===== config.mk =====
export PLATFORM = sky130hd
export DESIGN_NAME = btpc_front
export DESIGN_NICKNAME = d
export VERILOG_FILES = /design/src/rtl/core/baro_temp_pressure_compensation_unit_assert.svh /design/src/rtl/core/btpc_pkg.sv /design/src/rtl/core/btpc_front.sv
export SDC_FILE = /design/constraint.sdc
export NUM_CORES = 1
export LEC_CHECK = 0
export ABC_AREA = 0
export BUFFER_PORTS_ARGS = -buffer_cell sky130_fd_sc_hd__buf_4
export CAP_MARGIN = 0
export CORE_UTILIZATION = 58
export CTS_CLUSTER_DIAMETER = 50
export DETAILED_ROUTE_END_ITERATION = 7
export MAX_ROUTING_LAYER = met4
export PLACE_DENSITY = 0.93
export SYNTH_ARGS = -nofsm -noshare
export SYNTH_HDL_FRONTEND = slang
export SYNTH_SLANG_ARGS = --single-unit

===== constraint.sdc =====
create_clock -name i_clk -period 11.45 [get_ports i_clk]
set_input_delay 2.29 -clock i_clk [delete_from_list [all_inputs] [get_ports i_clk]]
set_output_delay 2.29 -clock i_clk [all_outputs]
set_load 0.03 [all_outputs]

===== src/rtl/core/baro_temp_pressure_compensation_unit_assert.svh =====
// Assertion macros shared by the compensation unit RTL.
// Each use names a label, an antecedent and a consequent; the module
// that uses them provides i_clk and i_rst_n.
`ifndef BARO_TEMP_PRESSURE_COMPENSATION_UNIT_ASSERT_SVH
`define BARO_TEMP_PRESSURE_COMPENSATION_UNIT_ASSERT_SVH

`ifndef SYNTHESIS
`define BTPC_ASSERT_IMP(lbl, ante, cons) \
    lbl: assert property (@(posedge i_clk) disable iff (!i_rst_n) (ante) |-> (cons)) \
        else $error("btpc: same-cycle check failed");
`define BTPC_ASSERT_NXT(lbl, ante, cons) \
    lbl: assert property (@(posedge i_clk) disable iff (!i_rst_n) (ante) |=> (cons)) \
        else $error("btpc: next-cycle check failed");
`else
`define BTPC_ASSERT_IMP(lbl, ante, cons)
`define BTPC_ASSERT_NXT(lbl, ante, cons)
`endif

`endif


===== src/rtl/core/btpc_pkg.sv =====
`default_nettype none
package btpc_pkg;

    localparam int UP_W       = 19;   // raw pressure after the oversampling shift
    localparam int NUM1_W     = 27;   // |mc| * 2048
    localparam int B4_W       = 17;   // b4 after the >> 15
    localparam int QDEPTH_DEF = 4;

    localparam logic signed [31:0] C_T_BIAS  = 32'sd4000;
    localparam logic signed [31:0] C_P1      = 32'sd3038;
    localparam logic signed [31:0] C_P2      = -32'sd7357;
    localparam logic signed [31:0] C_P3      = 32'sd3791;
    localparam logic        [15:0] C_UP_K    = 16'd50000;
    localparam logic signed [31:0] C_X3_OFS  = 32'sd32768;

    typedef enum logic [2:0] {
        CFG_OSS   = 3'd0,
        CFG_A1_A2 = 3'd1,
        CFG_A3_A4 = 3'd2,
        CFG_A5_A6 = 3'd3,
        CFG_B1_B2 = 3'd4,
        CFG_MC_MD = 3'd5
    } t_cfg_idx;

    typedef enum logic [1:0] {
        ST_OK = 2'd0,
        ST_TZ = 2'd1,
        ST_PZ = 2'd2
    } t_status;

    typedef struct packed {
        logic        [1:0]  oss;
        logic signed [15:0] ac1;
        logic signed [15:0] ac2;
        logic signed [15:0] ac3;
        logic        [15:0] ac4;
        logic        [15:0] ac5;
        logic        [15:0] ac6;
        logic signed [15:0] b1;
        logic signed [15:0] b2;
        logic signed [15:0] mc;
        logic signed [15:0] md;
    } t_coef;

    // Queue entry: classified sample handed from front to back
    typedef struct packed {
        logic signed [31:0] x1;
        logic        [31:0] dabs;
        logic               dneg;
        logic               tz;
        logic [UP_W-1:0]    up;
    } t_qent;

    typedef struct packed {
        logic signed [31:0] x1;
        logic [UP_W-1:0]    up;
        logic               tz;
        logic               neg;
    } t_d1pay;

    typedef struct packed {
        logic signed [15:0] temp;
        logic               tz;
        logic               pz;
        logic               hi;
    } t_d2pay;

endpackage
`default_nettype wire


===== src/rtl/core/btpc_front.sv =====
`default_nettype none
module btpc_front (
    input  wire logic          i_clk,
    input  wire logic          i_rst_n,
    input  wire btpc_pkg::t_coef i_coef,
    input  wire logic          i_in_valid,
    output logic               o_in_ready,
    input  wire logic [15:0]   i_raw_temperature,
    input  wire logic [23:0]   i_raw_pressure,
    input  wire logic          i_q_full,
    output logic               o_q_push,
    output btpc_pkg::t_qent    o_q_data
);
    import btpc_pkg::*;

    logic                   r_v;
    logic signed [31:0]     r_x1;
    logic [UP_W-1:0]        r_up;
    logic                   accept;
    logic [16:0]            diff;
    logic signed [33:0]     prod;
    logic [23:0]            up_sh;
    logic signed [31:0]     den;

    assign o_in_ready = !r_v || !i_q_full;
    assign accept     = i_in_valid && o_in_ready;
    assign o_q_push   = r_v && !i_q_full;

    // x1 = ((ut - ac6) * ac5) >> 15, product wrapped to 32 bits
    assign diff  = {1'b0, i_raw_temperature} - {1'b0, i_coef.ac6};
    assign prod  = $signed(diff) * $signed({1'b0, i_coef.ac5});
    assign up_sh = i_raw_pressure >> (4'd8 - {2'b00, i_coef.oss});

    always_ff @(posedge i_clk) begin
        if (!i_rst_n) begin
            r_v <= 1'b0;
        end else if (accept) begin
            r_v <= 1'b1;
        end else if (o_q_push) begin
            r_v <= 1'b0;
        end
    end

    always_ff @(posedge i_clk) begin
        if (accept) begin
            r_x1 <= $signed(prod[31:0]) >>> 15;
            r_up <= up_sh[UP_W-1:0];
        end
    end

    // Classify: temperature divisor, its sign and magnitude
    assign den = r_x1 + {{16{i_coef.md[15]}}, i_coef.md};

    always_comb begin
        o_q_data.x1   = r_x1;
        o_q_data.dneg = den[31];
        o_q_data.dabs = den[31] ? (32'd0 - den) : den;
        o_q_data.tz   = (den == 32'sd0);
        o_q_data.up   = r_up;
    end
endmodule
`default_nettype wire


==> results.ini <==
[status]
status = finished, final reports clean

[clock_tree]
cts.path.max_buffers = 2
post_cts_buffers = 0
cts_tree = yes
path_clk_slew_ps = 60
cts_made_buffers = 5
root_buffer = clkbuf_16
numClockSinks = 37
ctsHoldBuffers = 0
clock_latency_ps = 280
h-tree-depth = 2
postCtsResizedCells = 0

[cells_and_area]
fill_cells = 1630
num_antenna_cells = 0
drive_gt1_share_pct = 13.75
syn2layout_area_growth_pct = 11.21
nets = 2219

[synth]
yosysTopAreaCell = fa_1
synth_most_common_cell = inv_1
yosys_warnings = 0
syn-cell-area_um2 = 13650
ys_ff_latch = 37
synth_cell_types = 73
async_flop_share_pct = 0
ys.flop_type = edfxtp_1
synthTopCellsByArea = fa_1 (38%), ha_1 (11%), inv_1 (9.5%)
synthTopCellsByCount = inv_1 (347), fa_1 (262), nand2_1 (168)
yosysSeqAreaShare_pct = 8.067
synth_top_area_share_pct = 38.43
synth-edff-count = 36
postSynthAreaPerCell_um2 = 9.003
synthCells = 1516

[die]
die-height_um = 155.4
rows = 55
die_x_um = 155.4
ios = 293
initial_utilization_pct = 59.74
fp.coreArea_um2 = 22850
die_area_um2 = 24150

[routing]
drt-vias-per-instance = 5.463
vias = 10650
antenna_left = 0
drc = 0
drt_first_pass_iters = 5
drt_first_iter_violations = 674
wl_per_cell_um = 16.55
routed_wl_um = 32260

[sta]
hold_violations = 0
tightest_slew_ps = 1050
max_freq_mhz = 95.61
fin_skew_ps = 5.740
period_needed_ps = 10460
relSlewSlack_pct = 29.66
fin_tns_setup_ps = 0
slew_violations = 0
setup_viol = 0
rsz0062_at_grt = no
timing.final.crit_share_pct = 91.34

[global_route]
antenna_found_initial = 0
grt_remaining_overflow = 0
grt_pass1_wl_um = 53710
grt_pass1_vias = 11700
grt_max_degree = 37
track_usage_pct = 28.68

[critical_path]
crit_start = i_coef[64]
critPathArrivalTime_ps = 10540
cp.required_ps = 11540
r2r-start = r_v$_SDFFE_PN0P_
path_common_cell = fa_1
cp_max_fo = 6
crit_path_end_kind = register
crit_type = in -> reg
max_stage_delay_ps = 560
start_kind = primary input
cpMaxStageDelayCell = xnor2_1

[min_path]
worstHoldPathType = reg -> reg
min_from = r_v$_SDFFE_PN0P_

[placement]
place.port_buffers = 162
dp_hpwl_um = 26600
gp_congestion = 0.9201

[job]
maxCapViolations = 0

[logic make-up after synthesis]
family	share of synthesized area, %
buffers and inverters	12.67
and+or+nand+nor	15.42
muxes	2.301
adders and majority gates	49.14
DFF	8.068
other	0.02748
AOI/OAI and AO/OA	7.627
xor gates and xnor gates	4.749
[worst paths after layout]
path / to / slack (ps) / depth (start not counted)
setup / recovery: r_x1[16]$_DFFE_PP_ / 990 / 29
hold / removal: r_v$_SDFFE_PN0P_ / 520 / 2
hold reg to reg: r_v$_SDFFE_PN0P_ / 520 / 2
setup reg to reg: r_x1[2]$_DFFE_PP_ / 10150 / 3
[per-stage QoR]
stage               instances  cell area, µm²  hold slack [ps]  utilization (%)  setup WS, ps
floorplan                1529           13700            486.5                -          2036
global placement         1941           15000            501.4            65.66          1140
detailed placement       1941           15000            514.8            65.66         853.3
CTS                      1949           15180            525.2            66.43          1140
global route             1949           15180            553.1            66.43         436.1
finish                   1949           15180            523.2            66.43         991.3
[layout make-up]
cell class,count,area (µm²),area share [%]
clock inverter,2,37.54,0.2473
sequential,37,1101,7.254
tap,313,391.6,2.580
inverter,348,1306,8.606
timing repair buffer,177,1329,8.754
clock buffer,6,138.9,0.9150
multi-input combinational,1066,10870,71.64
[registers in the layout, indices dropped and copies added, names as in the netlist]
register	cells
r_v	1
r_up	19
r_x1	17
[critical path: cells and delay by family]
family	cells	cell delay [ps]
buffers and inverters	4	280
AND/OR/NAND/NOR	2	290
XOR/XNOR	2	800
adder cells (fa/ha/maj)	9	3830
AO/OA/AOI/OAI	12	3060
[placed cells by master (no fill, tap or decap), drive strengths merged, types with 20 or more instances in the layout]
master	n
a21oi	49
and2	119
buf	177
edfxtp	36
fa	262
ha	116
inv	348
nand2	168
nor2	48
nor2b	27
o21ai	38
xnor2	54
xor2	20
[metal layers]
layer  vias to the layer above  routed length [µm]  GRT usage, %
li1                       4804                   -             -
met1                      5217               12040         31.83
met2                       493               16580         51.55
met3                       133                2256         4.067
met4                         0                1381         11.95
met5                         -                   0             -
Power is left out: the tool's default activity adds up to more than one toggle a clock period on the data nets, which glitch-free logic cannot reach.
