## config.mk

```make
export PLATFORM = sky130hd
export DESIGN_NAME = btpc_queue
export DESIGN_NICKNAME = d
export VERILOG_FILES = /design/src/rtl/core/btpc_pkg.sv /design/src/rtl/core/btpc_queue.sv
export VERILOG_INCLUDE_DIRS = /design/src /design/src/rtl/core
export SDC_FILE = /design/constraint.sdc
export NUM_CORES = 1
export LEC_CHECK = 0
export BUFFER_PORTS_ARGS = -buffer_cell sky130_fd_sc_hd__buf_4
export CAP_MARGIN = 30
export CORE_MARGIN = 5
export CORE_UTILIZATION = 61
export CTS_CLUSTER_DIAMETER = 30
export DETAILED_ROUTE_END_ITERATION = 10
export PLACE_DENSITY = 0.93
export SLEW_MARGIN = 20
export SYNTH_ARGS = -nofsm -noshare
export SYNTH_HDL_FRONTEND = slang
export SYNTH_SLANG_ARGS = --single-unit
```

## constraint.sdc

```tcl
create_clock -name i_clk -period 5.65 [get_ports i_clk]
set_input_delay 0.565 -clock i_clk [delete_from_list [all_inputs] [get_ports i_clk]]
set_output_delay 0.565 -clock i_clk [all_outputs]
set_load 0.02 [all_outputs]
```

## src/rtl/core/baro_temp_pressure_compensation_unit_assert.svh

```systemverilog
// Assertion macros shared by the compensation unit RTL.
// Each use names a label, an antecedent and a consequent; the module
// that uses them provides i_clk and i_rst_n.
`ifndef BARO_TEMP_PRESSURE_COMPENSATION_UNIT_ASSERT_SVH
`define BARO_TEMP_PRESSURE_COMPENSATION_UNIT_ASSERT_SVH

`ifndef SYNTHESIS
`define BTPC_ASSERT_IMP(lbl, ante, cons) \
    lbl: assert property (@(posedge i_clk) disable iff (!i_rst_n) (ante) |-> (cons)) \
        else $error("btpc: same-cycle check failed");
`define BTPC_ASSERT_NXT(lbl, ante, cons) \
    lbl: assert property (@(posedge i_clk) disable iff (!i_rst_n) (ante) |=> (cons)) \
        else $error("btpc: next-cycle check failed");
`else
`define BTPC_ASSERT_IMP(lbl, ante, cons)
`define BTPC_ASSERT_NXT(lbl, ante, cons)
`endif

`endif

```

## src/rtl/core/btpc_pkg.sv

```systemverilog
`default_nettype none
package btpc_pkg;

    localparam int UP_W       = 19;   // raw pressure after the oversampling shift
    localparam int NUM1_W     = 27;   // |mc| * 2048
    localparam int B4_W       = 17;   // b4 after the >> 15
    localparam int QDEPTH_DEF = 4;

    localparam logic signed [31:0] C_T_BIAS  = 32'sd4000;
    localparam logic signed [31:0] C_P1      = 32'sd3038;
    localparam logic signed [31:0] C_P2      = -32'sd7357;
    localparam logic signed [31:0] C_P3      = 32'sd3791;
    localparam logic        [15:0] C_UP_K    = 16'd50000;
    localparam logic signed [31:0] C_X3_OFS  = 32'sd32768;

    typedef enum logic [2:0] {
        CFG_OSS   = 3'd0,
        CFG_A1_A2 = 3'd1,
        CFG_A3_A4 = 3'd2,
        CFG_A5_A6 = 3'd3,
        CFG_B1_B2 = 3'd4,
        CFG_MC_MD = 3'd5
    } t_cfg_idx;

    typedef enum logic [1:0] {
        ST_OK = 2'd0,
        ST_TZ = 2'd1,
        ST_PZ = 2'd2
    } t_status;

    typedef struct packed {
        logic        [1:0]  oss;
        logic signed [15:0] ac1;
        logic signed [15:0] ac2;
        logic signed [15:0] ac3;
        logic        [15:0] ac4;
        logic        [15:0] ac5;
        logic        [15:0] ac6;
        logic signed [15:0] b1;
        logic signed [15:0] b2;
        logic signed [15:0] mc;
        logic signed [15:0] md;
    } t_coef;

    // Queue entry: classified sample handed from front to back
    typedef struct packed {
        logic signed [31:0] x1;
        logic        [31:0] dabs;
        logic               dneg;
        logic               tz;
        logic [UP_W-1:0]    up;
    } t_qent;

    typedef struct packed {
        logic signed [31:0] x1;
        logic [UP_W-1:0]    up;
        logic               tz;
        logic               neg;
    } t_d1pay;

    typedef struct packed {
        logic signed [15:0] temp;
        logic               tz;
        logic               pz;
        logic               hi;
    } t_d2pay;

endpackage
`default_nettype wire

```

## src/rtl/core/btpc_queue.sv

```systemverilog
`default_nettype none
`include "baro_temp_pressure_compensation_unit_assert.svh"
module btpc_queue #(
    parameter int DEPTH = btpc_pkg::QDEPTH_DEF,
    parameter int W     = $bits(btpc_pkg::t_qent)
) (
    input  wire logic          i_clk,
    input  wire logic          i_rst_n,
    input  wire logic          i_push,
    input  wire logic [W-1:0]  i_data,
    output logic               o_full,
    input  wire logic          i_pop,
    output logic               o_valid,
    output logic [W-1:0]       o_data
);
    localparam int AW = (DEPTH > 1) ? $clog2(DEPTH) : 1;
    localparam int CW = $clog2(DEPTH + 1);

    logic [W-1:0]  r_mem [DEPTH];
    logic [AW-1:0] r_wr;
    logic [AW-1:0] r_rd;
    logic [CW-1:0] r_cnt;
    logic          pop_ok;

    assign o_full  = (r_cnt == CW'(DEPTH));
    assign o_valid = (r_cnt != '0);
    assign pop_ok  = i_pop && o_valid;
    assign o_data  = r_mem[r_rd];

    always_ff @(posedge i_clk) begin
        if (!i_rst_n) begin
            r_wr  <= '0;
            r_rd  <= '0;
            r_cnt <= '0;
        end else begin
            if (i_push) begin
                r_wr <= (r_wr == AW'(DEPTH - 1)) ? '0 : r_wr + 1'b1;
            end
            if (pop_ok) begin
                r_rd <= (r_rd == AW'(DEPTH - 1)) ? '0 : r_rd + 1'b1;
            end
            if (i_push && !pop_ok) begin
                r_cnt <= r_cnt + 1'b1;
            end else if (!i_push && pop_ok) begin
                r_cnt <= r_cnt - 1'b1;
            end
        end
    end

    always_ff @(posedge i_clk) begin
        if (i_push) begin
            r_mem[r_wr] <= i_data;
        end
    end

    `BTPC_ASSERT_IMP(a_q_no_overflow, i_push, !o_full)
    `BTPC_ASSERT_NXT(a_q_cnt_up, i_push && !pop_ok, r_cnt == $past(r_cnt) + 1'b1)
    `BTPC_ASSERT_NXT(a_q_cnt_down, !i_push && pop_ok, r_cnt == $past(r_cnt) - 1'b1)
endmodule
`default_nettype wire

```

==> flow_summary.yaml <==
clocking:
  cts.sinks: 349
  htreeDepth: 2
  cts-root-buf: "clkbuf_16"
  cts_tree: "yes"
  cts_max_path_buffers: 3
  cts_setup_buffers: 0
  clk_pin_slew_worst_paths_ps: 60
  clkLatencyLatePin_ps: 530
  cts_resized: 0
  numCtsBuffers: 49
  hold_buffers: 0
detailed_routing:
  routed_wl_um: 25800
  drc: 0
  wl_per_cell_um: 25.3
  vias: 5989
  first_pass_iters: 4
  viasPerCell: 5.88
  ant_nets: 0
  first_iter_violations: 442
logic_synthesis:
  synthAdderAreaFrac_pct: 0.744
  syn_area_per_cell_um2: 26.1
  yosys-mux-area-fraction_pct: 15.2
  synth_cell_types: 24
  synth_compound_area_share_pct: 0.235
  synth_seq_cells: 349
  synth-simple-area-share_pct: 0.744
  syn-cell-area_um2: 12800
  synth_seq_area_share_pct: 81.3
  synth_xor_area_share_pct: 0.137
  synth_top_family_by_area: "multiplexers"
  yosys_warnings: 0
  syn-num-nets: 586
  postSynthCellCount: 490
setup_path:
  crit_required_ps: 5090
  cp-end-kind: "output pin"
  cp-start-kind: "register"
  arrival_ps: 2800
  crit_type: "reg -> out"
  crit_path_max_fanout: 42
sta:
  report.final.slew_viol_count: 0
  finClkSkew_ps: 18.9
  min_period_ps: 3360
  worst_pin_slew_ps: 954
  period_share_pct: 59.5
  timing.fmax_mhz: 297
  rsz0062_at_grt: "false"
  finalSetupViolations: 0
  tns_ps: 0
  slew-limit-headroom_pct: 36.4
  hold_violations: 0
layout:
  fin_area_um2: 16000
  drive_gt1_share_pct: 47.4
  antenna_cells: 0
  syn2layout_area_growth_pct: 25.3
  fin_nets: 800
flow_run:
  cap_violations: 0
place:
  place.gp.congestion: 0.743
  dp_hpwl_um: 14900
  port-buffer-count: 175
  place_area_um2: 14300
power_and_ir_drop:
  power_mw: 7.70
  peakVddDrop_v: 0.000303
  p_per_area_nw_per_um2: 481
  leakage_nw: 5.47
floorplan:
  initial_core_util_pct: 61.4
  die_x_um: 155
  dieArea_um2: 23900
  ioPinCount: 176
  fp-row-count: 53
  coreArea_um2: 20800
  die_h_um: 155
status:
  status: "finished clean"
global_routing:
  grt_pass1_wl_um: 38800
  grt_max_degree: 65
  grt_pass1_vias: 6496
  track_usage_pct: 21.8
  antenna_found_initial: 0
  grt-ovfl-total: 0
hold_path:
  holdCritPathClass: "in -> reg"
-- sequential cells by signal, summed over array words and instances (netlist names), named ones only --
register  cells
r_cnt         3
r_wr          2
r_mem       340
r_rd          2
-- layout by cell type, fill, tap and decap left out --
cell type | Yosys | final
clkinvlp_4 | 0 | 8
clkbuf_1 | 0 | 7
nand2_1 | 2 | 2
edfxtp_1 | 340 | 340
mux2i_1 | 3 | 3
mux4_2 | 85 | 85
dfxtp_1 | 9 | 7
o21ai_0 | 3 | 3
fa_1 | 1 | 1
ha_1 | 6 | 6
nor3b_1 | 1 | 1
nor2b_1 | 3 | 3
clkbuf_16 | 0 | 51
inv_6 | 0 | 3
inv_1 | 3 | 3
or3_1 | 2 | 2
nand3_1 | 2 | 2
o31ai_1 | 1 | 1
buf_4 | 3 | 182
clkinv_1 | 0 | 4
and2_4 | 0 | 4
a21boi_0 | 1 | 1
dfxtp_4 | 0 | 2
xor2_1 | 1 | 1
and2_1 | 5 | 1
clkinv_2 | 0 | 6
clkinv_4 | 0 | 3
xnor2_1 | 1 | 1
bufinv_16 | 0 | 8
nor2_1 | 2 | 2
-- logic make-up (layout without fill, tap and decap cells) --
| group | count (synthesis) | count (layout) |
|---|---|---|
| flops | 349 | 349 |
| buf+inv | 22 | 275 |
| simple gates | 17 | 17 |
| xor+xnor | 2 | 2 |
| mux | 88 | 88 |
| compound gates | 5 | 5 |
| fa+ha+maj | 7 | 7 |
-- cell usage after synthesis --
master	instances	share of area, %
and2_1	5	0.24
or3_1	2	0.098
o31ai_1	1	0.059
buf_1	3	0.088
buf_12	6	0.94
inv_1	3	0.088
ha_1	6	0.59
edfxtp_1	340	80
xnor2_1	1	0.069
fa_1	1	0.16
nand2_1	2	0.059
buf_6	1	0.088
nor3b_1	1	0.059
buf_2	6	0.24
mux4_2	85	15
nor2b_1	3	0.15
o21ai_0	3	0.12
a21boi_0	1	0.059
buf_4	3	0.18
dfxtp_1	9	1.4
nor2_1	2	0.059
mux2i_1	3	0.24
xor2_1	1	0.069
nand3_1	2	0.078
-- layout make-up --
cell class              instances  area (um2)
inverters                       3        11.3
well taps                     275         344
multi-input cells             119        2190
clock buffers                  58        1300
flip-flops and latches        349       10400
clock inverters                32         398
fillers                      1062        4810
repair buffers                182        1370
-- worst paths after layout --
check / from / endpoint / slack, ps / cells past startpoint
min: i_data[23] / r_mem[2][23] / 240 / 1
max: register / o_data[57] / 2290 / 3
min reg2reg: r_cnt[2] / r_cnt[2] / 560 / 2
max reg2reg: r_cnt[1] / r_cnt[2] / 3150 / 7
-- through the flow --
step                std cells  util, %  hold slack (ps)  setup WS (ps)
floorplan                 490        -              478           2660
global route             1018     76.9              215           2010
CTS                      1018     76.9              215           2170
detailed placement        928     68.7              545           2740
finish                   1018     76.9              240           2290
global placement          928     68.7              493           2820
-- power breakdown --
group | switching [mW] | total [mW] | internal [mW]
clock network | 1.07 | 3.08 | 2.02
logic | 0.760 | 1.50 | 0.743
registers | 0.128 | 3.11 | 2.98
-- worst max-delay path, cell delays in order, from the launching register on --
cell,delay [ps]
dfxtp_4,880
buf_4,550
mux4_2,610
buf_4,190
-- routing by layer --
layer	vias up	GRT usage (%)	wire [um]
li1	2548	-	-
met1	3113	28.0	9480
met2	291	38.6	14000
met3	37	5.04	1910
met4	0	4.96	433
met5	-	0	0
No activity file was read; power rests on OpenSTA's default activity.
